===== config.mk =====
export PLATFORM = sky130hd
export DESIGN_NAME = psr_mod_unit
export DESIGN_NICKNAME = d
export VERILOG_FILES = /design/src/rtl/core/psr_pkg.sv /design/src/rtl/core/psr_mod_unit.sv
export SDC_FILE = /design/constraint.sdc
export NUM_CORES = 1
export LEC_CHECK = 0
export BUFFER_PORTS_ARGS = -buffer_cell sky130_fd_sc_hd__buf_2
export CORE_ASPECT_RATIO = 0.7
export CORE_UTILIZATION = 40
export CTS_BUF_LIST = sky130_fd_sc_hd__clkbuf_8
export DETAILED_ROUTE_END_ITERATION = 12
export GPL_ROUTABILITY_DRIVEN = 0
export GPL_TIMING_DRIVEN = 0
export SYNTH_ARGS = -nofsm -noshare
export SYNTH_HDL_FRONTEND = slang
export SYNTH_SLANG_ARGS = --single-unit

===== constraint.sdc =====
create_clock -name clk -period 2.3 [get_ports clk]
set_clock_uncertainty 0.1 [all_clocks]
set_input_delay 0.115 -clock clk [delete_from_list [all_inputs] [get_ports clk]]
set_output_delay 0.115 -clock clk [all_outputs]
set_load 0.02 [all_outputs]

===== src/rtl/core/psr_pkg.sv =====
// Shared types and constants for the prime step register.
package psr_pkg;

    localparam int unsigned FIELD_W = 16;

    // Command codes; code 3 is unused and leaves the value as it is.
    localparam logic [1:0] CMD_LOAD = 2'd0;
    localparam logic [1:0] CMD_NEXT = 2'd1;
    localparam logic [1:0] CMD_PREV = 2'd2;

    typedef struct packed {
        logic [1:0]         command;
        logic [FIELD_W-1:0] load_value;
    } cmd_item_t;

    typedef struct packed {
        logic [FIELD_W-1:0] old_value;
        logic [FIELD_W-1:0] new_value;
        logic               overflow;
    } res_item_t;

    // Status of the remainder unit.
    typedef struct packed {
        logic done;   // one-cycle pulse, remainder ready
        logic zero;   // remainder is zero, valid with done
    } mod_stat_t;

    typedef enum logic [2:0] {
        ST_IDLE,
        ST_TEST,
        ST_SQ,
        ST_DIV,
        ST_FINISH
    } state_t;

endpackage


===== src/rtl/core/psr_mod_unit.sv =====
// Bit-serial restoring remainder unit, one dividend bit per cycle.
module psr_mod_unit import psr_pkg::*;
#(
    parameter int unsigned WIDTH = 16
)
(
    input  logic             clk,
    input  logic             rst_n,
    input  logic             start,
    input  logic [WIDTH-1:0] dividend,
    input  logic [WIDTH-1:0] divisor,
    output mod_stat_t        stat
);

    localparam int unsigned CW = $clog2(WIDTH + 1);

    logic             busy_reg, busy_next;
    logic             done_reg, done_next;
    logic [CW-1:0]    cnt_reg, cnt_next;
    logic [WIDTH-1:0] rem_reg, rem_next;
    logic [WIDTH-1:0] shift_reg, shift_next;
    logic [WIDTH:0]   trial;
    logic [WIDTH:0]   diff;

    assign trial = {rem_reg, shift_reg[WIDTH-1]};
    assign diff  = trial - {1'b0, divisor};

    always_comb
    begin
        busy_next  = busy_reg;
        done_next  = 1'b0;
        cnt_next   = cnt_reg;
        rem_next   = rem_reg;
        shift_next = shift_reg;
        if (start)
        begin
            busy_next  = 1'b1;
            cnt_next   = CW'(WIDTH);
            rem_next   = '0;
            shift_next = dividend;
        end
        else if (busy_reg)
        begin
            // trial < 2*divisor, so one subtract restores the remainder
            if (trial >= {1'b0, divisor})
                rem_next = diff[WIDTH-1:0];
            else
                rem_next = trial[WIDTH-1:0];
            shift_next = shift_reg << 1;
            cnt_next   = cnt_reg - CW'(1);
            if (cnt_reg == CW'(1))
            begin
                busy_next = 1'b0;
                done_next = 1'b1;
            end
        end
    end

    always_ff @(posedge clk or negedge rst_n)
    begin
        if (!rst_n)
        begin
            busy_reg <= 1'b0;
            done_reg <= 1'b0;
            cnt_reg  <= '0;
        end
        else
        begin
            busy_reg <= busy_next;
            done_reg <= done_next;
            cnt_reg  <= cnt_next;
        end
    end

    always_ff @(posedge clk)
    begin
        rem_reg   <= rem_next;
        shift_reg <= shift_next;
    end

    assign stat.done = done_reg;
    assign stat.zero = (rem_reg == '0);

endmodule


======== Word-level counts from Yosys, hierarchy flattened ========
Index checks and enable logic that the tools add are counted.
cells by class
  mux-type cells .......................... 11
  magnitude comparators ................... 1
  add/subtract/negate cells ............... 2
  reductions and logical operators ........ 2
  equal/unequal tests ..................... 1
operator list
  cell                 number
  $mux 16              3
  $ge 17x16->1         1
  $logic_not 16->1     1
  $sub 16x16->16       1
  $mux 5               2
  $mux 1               6
  $eq 5x1->1 const B   1
  $sub 5x1->5 const B  1
  $reduce_bool 2->1    1
storage, ports and cells
  bits of input ports ..................... 35
  bits in registers ....................... 39
  output and inout bits ................... 2

======== Logic depth before layout (Yosys ltp) ========
Gate-level depths: netlist of the first run.
  depth after elaboration ................. 4
  depth in mapped cells ................... 10

======== Worst setup path after synthesis of the first run ========
Ideal clock, no wire load.
  path type ............................... register -> register
  start ................................... register shift_reg[15]
  end ..................................... register rem_reg[10]
  clock period less this slack ............ 2.377 ns
  library setup time ...................... 0.086 ns
  required time ........................... 2.114 ns
  arrival ................................. 2.191 ns
  buffers on the path ..................... 0
  stages on the path, launching flop included .. 11
  slack ................................... -0.077 ns
  cell sequence ........................... edfxtp_1 -> inv_1 -> ha_1 -> inv_1 -> fa_1 -> a21o_1 -> a221oi_1 -> o221ai_1 -> xor2_1 -> mux2i_1 -> a211oi_1
between the ends
  longest elaborated chain between the ends .. 2
  elaborated cells between the ends (all ways) .. 3
RTL lines
  element                                         RTL line                                source
  start: declaration                              psr_mod_unit.sv:21                      logic [WIDTH-1:0] shift_reg, shift_next;
  start signal: assignment                        psr_mod_unit.sv:78                      shift_reg <= shift_next;
  $sub 16x16->16 or $ge 17x16->1 (tied branches)  psr_mod_unit.sv:26, psr_mod_unit.sv:45
  $mux 16 (*)                                     psr_mod_unit.sv:45                      if (trial >= {1'b0, divisor})
  end signal: assignment                          psr_mod_unit.sv:77                      rem_reg <= rem_next;
  end: declaration                                psr_mod_unit.sv:20                      logic [WIDTH-1:0] rem_reg, rem_next;
Mark *: on every way between the ends. The rest lies on a longest branch, timed or not.
A chain may end at the register's enable or synchronous reset.

======== Worst setup path after layout of the first run ========
  start ................................... register shift_reg[15]
  end ..................................... register rem_reg[8]
Same word-level chain as after synthesis.

==> impl_metrics.yaml, run 1 <==
outcome:
  status: "complete, but fails checks"
  violations: "negative setup slack"
pwr:
  switching_power_w: 0.00105
  power_frac_seq: 0.332
  switching_share: 0.360
  ir_drop_uv: 300
  power_w: 0.00293
  pwr-share-comb: 0.468
  p_leak_nw: 1.61
  power.internal_w: 0.00187
  pwr-share-clk: 0.200
  power_per_cell_area_nw_per_um2: 749
global_routing:
  grt_pass1_vias: 2316
  antenna_found_initial: 0
  grt.total_usage: 0.210
  grt_pass1_wl_um: 11800
  grt_max_degree: 17
  grt_overflow: 0
detailed_routing:
  drc_errors: 0
  wl_per_cell_um: 16.1
  num_vias: 2568
  via_per_inst: 5.42
  ant_nets: 0
  drtIter0Drc: 138
  dr.pass1.iters: 4
  finalWirelength_um: 7650
timing:
  fin_ws_ps: -241
  fin_crit_ps: 2540
  finalMaxSlewViolations: 0
  finalCritPeriodShare: 1.10
  max_slew.worst_pin.slew_ps: 686
  rsz0062_at_grt: "yes"
  slew_headroom: 0.543
  clock.fmax_ghz: 0.394
  setup_viol: 5
  finalHoldViolations: 0
worst_setup_path:
  crit_family: "compound AO/OA/AOI/OAI gates"
  worstPathRequired_ps: 2430
  critPathLaunchType: "register"
  worstSetupPathType: "register to register"
  max_stage_delay_ps: 430
  cpMostUsedCell: "inv_2"
  cpMaxStageDelayCell: "a221o_1"
  worstPathArrival_ps: 2670
  end_kind: "register"
  worst-path-buf-inv: 3
  crit_fanout: 3
  path_cells: "inv_2 -> ha_4 -> inv_2 -> fa_2 -> a21o_1 -> a221o_1 -> buf_4 -> a21oi_2 -> nor3_2 -> a311oi_2 -> o31a_1"
final_layout:
  area_growth_syn_to_layout_pct: 38.1
  final_cells: 474
  final_area_um2: 3900
  diodes: 0
  drive_gt1_frac: 0.437
  fin_nets: 433
  num-fill-cells: 598
synth:
  async_reset_ff_frac: 0.179
  yosysUniqueCellTypes: 59
  yosysSeqAreaShare: 0.345
  synth_flop_cell: "edfxtp_1"
  syn_nets: 361
  synthesis.instances: 307
  syn_area_per_cell_um2: 9.21
  yosys_register_bits: 39
  yosys_warnings: 0
  synth_edf_count: 16
  synth.cell_area_um2: 2830
  synth_area_leaders: "edfxtp_1 17%, dfxtp_1 11%, ha_1 8.0%"
  synth_top_area_frac: 0.170
  yosysTopAreaCell: "edfxtp_1"
clock_tree:
  cts_inserted_buffers: 5
  clk_latency_ps: 290
  clkSlewWorstSetupHoldPaths_ps: 80
  cts_root_buffer: "clkbuf_8"
  clk_path_buf_depth: 2
  cts_tree: "built"
  htree_levels: 2
  clkSinkCount: 39
floorplanning:
  core_area_um2: 6790
  die_x_um: 102
  placementRows: 25
  die-area_um2: 7420
  io_pins: 37
  fp.dieH_um: 72.3
  start_util: 0.417
placed_design:
  dp_cells: 437
  dp_hpwl_um: 5060
  place_area_um2: 3140
  numPortBuffers: 36
run:
  drv_cap: 0
worst_hold_path:
  hold_class: "input port to register"
==> logic make-up (layout without fill, tap and decap cells) <==
kind of cell,count (synthesis),after routing,synth area share
AOI/OAI and AO/OA,76,76,0.203
xor gates and xnor gates,13,13,0.0403
adders and majority gates,19,19,0.0867
buffers and inverters,43,116,0.0677
DFF,39,39,0.345
muxes,21,21,0.0832
and+or+nand+nor,96,96,0.174
==> cell type report <==
type	instances	area (um2)	share of cell area
multi-input cells	225	2020	0.518
inverters	26	97.6	0.0250
plain buffers	11	56.3	0.0144
flip-flops and latches	39	1010	0.259
repair buffers	71	483	0.124
clock inverters	2	35.0	0.00897
well taps	94	118	0.0301
clock buffers	6	82.6	0.0212
==> path summary, 6_finish.rpt <==
kind / start / end / slack [ps] / depth (start not counted)
worst min-delay path: dividend[7] / shift_reg[7]$_DFFE_PP_ / 30 / 2
worst max-delay path: shift_reg[15]$_DFFE_PP_ / rem_reg[8]$_SDFFE_PP0P_ / -240 / 11
worst max register to register: shift_reg[15]$_DFFE_PP_ / rem_reg[8]$_SDFFE_PP0P_ / -240 / 11
worst min register to register: cnt_reg[4]$_DFFE_PN0P_ / cnt_reg[4]$_DFFE_PN0P_ / 430 / 2
min in group asynchronous: rst_n / cnt_reg[0]$_DFFE_PN0P_ / 80 / 2
max in group asynchronous: rst_n / cnt_reg[1]$_DFFE_PN0P_ / 1860 / 2
==> routing by layer <==
layer,vias up,routed length [um],global-route usage
li1,1270,-,-
met1,1230,4000,0.328
met2,60,3260,0.302
met3,8,313,0.0356
met4,0,76,0.0365
met5,-,0,0
==> cells in the final DEF (no fill, tap or decap), types with 5 or more instances in the layout <==
cell	instances
a21o_1	5
a21oi_1	13
a21oi_4	5
a31oi_1	5
and3_1	6
buf_2	36
buf_4	29
clkbuf_1	7
clkbuf_8	6
dfrtp_1	7
dfxtp_2	7
dfxtp_4	7
edfxtp_1	16
ha_4	13
inv_1	23
mux2_2	15
nand2_1	26
nand3_1	7
nand4_1	7
nor2_1	21
nor3_1	5
nor4_1	5
o21ai_0	7
xnor2_1	7
xor2_1	5
==> worst reg2reg max path: cells and delay by family (launching register included) <==
| family | cells | cell delay (ps) |
|---|---|---|
| AND/OR/NAND/NOR | 1 | 70 |
| AO/OA/AOI/OAI | 5 | 1180 |
| adder cells (fa/ha/maj) | 2 | 460 |
| flip-flops | 1 | 380 |
| buffers and inverters | 3 | 290 |
==> synth_stat cells, types with 2 or more instances <==
cell type,instances
buf_1,2
mux2_2,16
ha_1,18
and3_1,6
o221ai_1,2
nand2b_1,2
o211ai_1,3
a311oi_2,3
o21ai_0,8
nor3_1,6
a211oi_1,6
o21ai_1,3
a31oi_1,5
dfrtp_1,7
buf_4,2
clkbuf_1,8
nand3_1,8
nor4_1,5
dfxtp_1,16
edfxtp_1,16
buf_2,3
nand4_1,7
a21oi_1,19
mux2i_1,4
nand3_2,2
a21oi_2,2
a31o_1,2
o21a_1,2
xnor2_1,8
inv_1,25
nand2_1,28
nor2_1,22
or3_1,3
a21o_1,5
and2_1,3
a221oi_1,2
o31ai_1,2
xor2_1,5
==> per-stage QoR <==
stage	TNS [ps]	utilization	setup WS [ps]	hold WS (ps)
floorplan	0	-	9.66	-281
detailed placement	-2520	0.462	-264	-143
CTS	-530	0.541	-163	8.15
global route	-1550	0.575	-318	20.5
finish	-749	0.575	-241	29.8
global placement	-2650	0.462	-263	-141
==> power groups by stage <==
stage,clock network [W],logic (W),registers [W]
3_3_place_gp,0,0.000968,0.000966
3_5_place_dp,0,0.000972,0.000966
2_1_floorplan,0,0.000765,0.000929
6_report,0.000586,0.00137,0.000971
5_1_grt,0.000626,0.00149,0.000984
4_1_cts,0.000595,0.00120,0.000964
==> what timing repair did <==
action | CTS | global route
setup endpoints to repair | 16 | 16
cloned | 1 | 0
hold buffers | 1 | 1
pin swaps | 14 | 18
resized for setup | 55 | 35
endpoints found under the hold margin | 7 | 1
buffers inserted | 22 | 10
Power figures use the tool's default switching activity.
==> run 2: changes to the inputs <==
Settings changed: CORE_UTILIZATION 40 to 54, PLACE_DENSITY set to 0.78.
==> run 2 against run 1 <==
The run still ends with negative setup slack left; wire length rose by 5.0%; combinational power barely moved; hold slack got worse by 10 ps; cell count fell by 4.9%; register-to-register slack got worse by 90 ps; die area fell by 25%; utilization rose by 20 points; critical path depth fell by 1.
==> impl_metrics.yaml, run 2 (synthesis results as in run 1) <==
worst_setup_path:
  end_kind: "register"
  worst-path-buf-inv: 3
  crit_family: "simple AND/OR/NAND/NOR gates"
  critPathLaunchType: "register"
  cpMaxStageDelayCell: "nor4_4"
  worstSetupPathType: "register to register"
  max_stage_delay_ps: 440
  crit_fanout: 6
  worstPathRequired_ps: 2400
  worstPathArrival_ps: 2730
  reg2reg_slack_ps: -330
  r2r-end: "rem_reg[9]$_SDFFE_PP0P_"
  ff2ff_path_depth: 10
  cp.depth: 10
  path_cells: "ha_4 -> buf_6 -> nand4_1 -> nor4_4 -> a2111oi_4 -> a21oi_4 -> buf_4 -> buf_8 -> nand3_2 -> a311oi_2"
  regToRegStartpoint: "rem_reg[5]$_SDFFE_PP0P_"
clock_tree:
  cts_inserted_buffers: 5
  htree_levels: 2
  clkSinkCount: 39
  cts_root_buffer: "clkbuf_8"
  clk_path_buf_depth: 2
  clk_latency_ps: 290
  cts_tree: "built"
  clkSlewWorstSetupHoldPaths_ps: 80
floorplanning:
  core_area_um2: 4910
  die-area_um2: 5530
  fp.dieH_um: 62.5
  start_util: 0.576
  io_pins: 37
  die_x_um: 88.5
  placementRows: 21
timing:
  setup_viol: 16
  fin_crit_ps: 2630
  fin_ws_ps: -332
  clock.fmax_ghz: 0.380
  finalCritPeriodShare: 1.14
  finalMaxSlewViolations: 0
  max_slew.worst_pin.slew_ps: 802
  finalHoldViolations: 0
  slew_headroom: 0.465
  rsz0062_at_grt: "yes"
  tns_ps: -4040
worst_hold_path:
  min_from: "dividend[11]"
  hold_class: "input port to register"
  hold_end: "shift_reg[11]$_DFFE_PP_"
  holdPathStages: 2
pwr:
  power_per_cell_area_nw_per_um2: 760
  switching_power_w: 0.00108
  pwr-share-clk: 0.192
  power.internal_w: 0.00182
  power_w: 0.00290
  ir_drop_uv: 594
  pwr-share-comb: 0.472
  p_leak_nw: 1.60
  power_frac_seq: 0.336
  switching_share: 0.371
global_routing:
  grt_overflow: 0
  grt_pass1_vias: 2511
  grt_max_degree: 17
  grt_pass1_wl_um: 12200
  grt.total_usage: 0.290
  antenna_found_initial: 0
detailed_routing:
  num_vias: 2749
  drc_errors: 0
  wl_per_cell_um: 17.8
  dr.pass1.iters: 5
  ant_nets: 0
  via_per_inst: 6.10
  drtIter0Drc: 223
  finalWirelength_um: 8040
final_layout:
  num-fill-cells: 340
  final_cell_mix: "36 x buf_2, 26 x nand2_1, 25 x buf_4"
  drive_gt1_frac: 0.419
  fin_nets: 435
  final_cells: 451
  diodes: 0
  final_common_cell: "buf_2"
  area_growth_syn_to_layout_pct: 35.0
placed_design:
  numPortBuffers: 36
  dp_hpwl_um: 5080
  dp_cells: 412
outcome:
  status: "complete, but fails checks"
  violations: "negative setup slack"
run:
  drv_cap: 0
[run 2: how the worst max path moves through the flow]
stage / startpoint / end / slack (ps)
2_1_floorplan: shift_reg[15]$_DFFE_PP_ / rem_reg[14]$_SDFFE_PP0P_ / 10
3_3_place_gp: rem_reg[6]$_SDFFE_PP0P_ / rem_reg[0]$_SDFFE_PP0P_ / -250
3_5_place_dp: rem_reg[6]$_SDFFE_PP0P_ / rem_reg[0]$_SDFFE_PP0P_ / -270
4_1_cts: shift_reg[15]$_DFFE_PP_ / rem_reg[8]$_SDFFE_PP0P_ / -130
5_1_grt: rem_reg[5]$_SDFFE_PP0P_ / rem_reg[9]$_SDFFE_PP0P_ / -390
6_report: rem_reg[5]$_SDFFE_PP0P_ / rem_reg[9]$_SDFFE_PP0P_ / -330
[run 2: timing repair]
item | 4_1_cts | 5_1_grt
pin swaps | 17 | 12
gates cloned | 1 | 0
resized for setup | 46 | 27
buffers inserted | 19 | 12
hold buffers | 2 | 0
endpoints found under the setup margin | 16 | 16
hold endpoints to repair | 8 | 0
[run 2: area by class of cell]
type	instances	area, um2	share of cell area
plain buffers	14	83.8	0.0220
clock buffers	5	68.8	0.0180
clock inverters	3	38.8	0.0102
inverters	26	97.6	0.0256
multi-input cells	225	1960	0.513
flip-flops and latches	39	992	0.260
well taps	69	86.3	0.0226
repair buffers	70	492	0.129
[run 2: power groups by stage]
stage / Combinational [W] / Sequential, W / Clock, W
5_1_grt: 0.00147 / 0.000985 / 0.000596
4_1_cts: 0.00121 / 0.000961 / 0.000563
3_3_place_gp: 0.000949 / 0.000961 / 0
3_5_place_dp: 0.000973 / 0.000967 / 0
6_report: 0.00137 / 0.000974 / 0.000558
2_1_floorplan: 0.000765 / 0.000929 / 0
[run 2: metal layers]
metal  track usage  up-vias  share of wire
li1              -     1275              -
met1         0.406     1312           0.44
met3        0.0727       19          0.077
met5             0        -              0
met2         0.443      143           0.46
met4        0.0806        0          0.019
[run 2: stage by stage]
step	cell area (um2)	setup slack [ps]	hold WS (ps)	utilization
5_1_grt	3820	-390	17.3	0.777
4_1_cts	3630	-129	11.5	0.740
3_3_place_gp	3110	-246	-147	0.632
6_report	3820	-332	19.8	0.777
3_5_place_dp	3110	-271	-142	0.632
2_1_floorplan	2840	9.66	-281	-
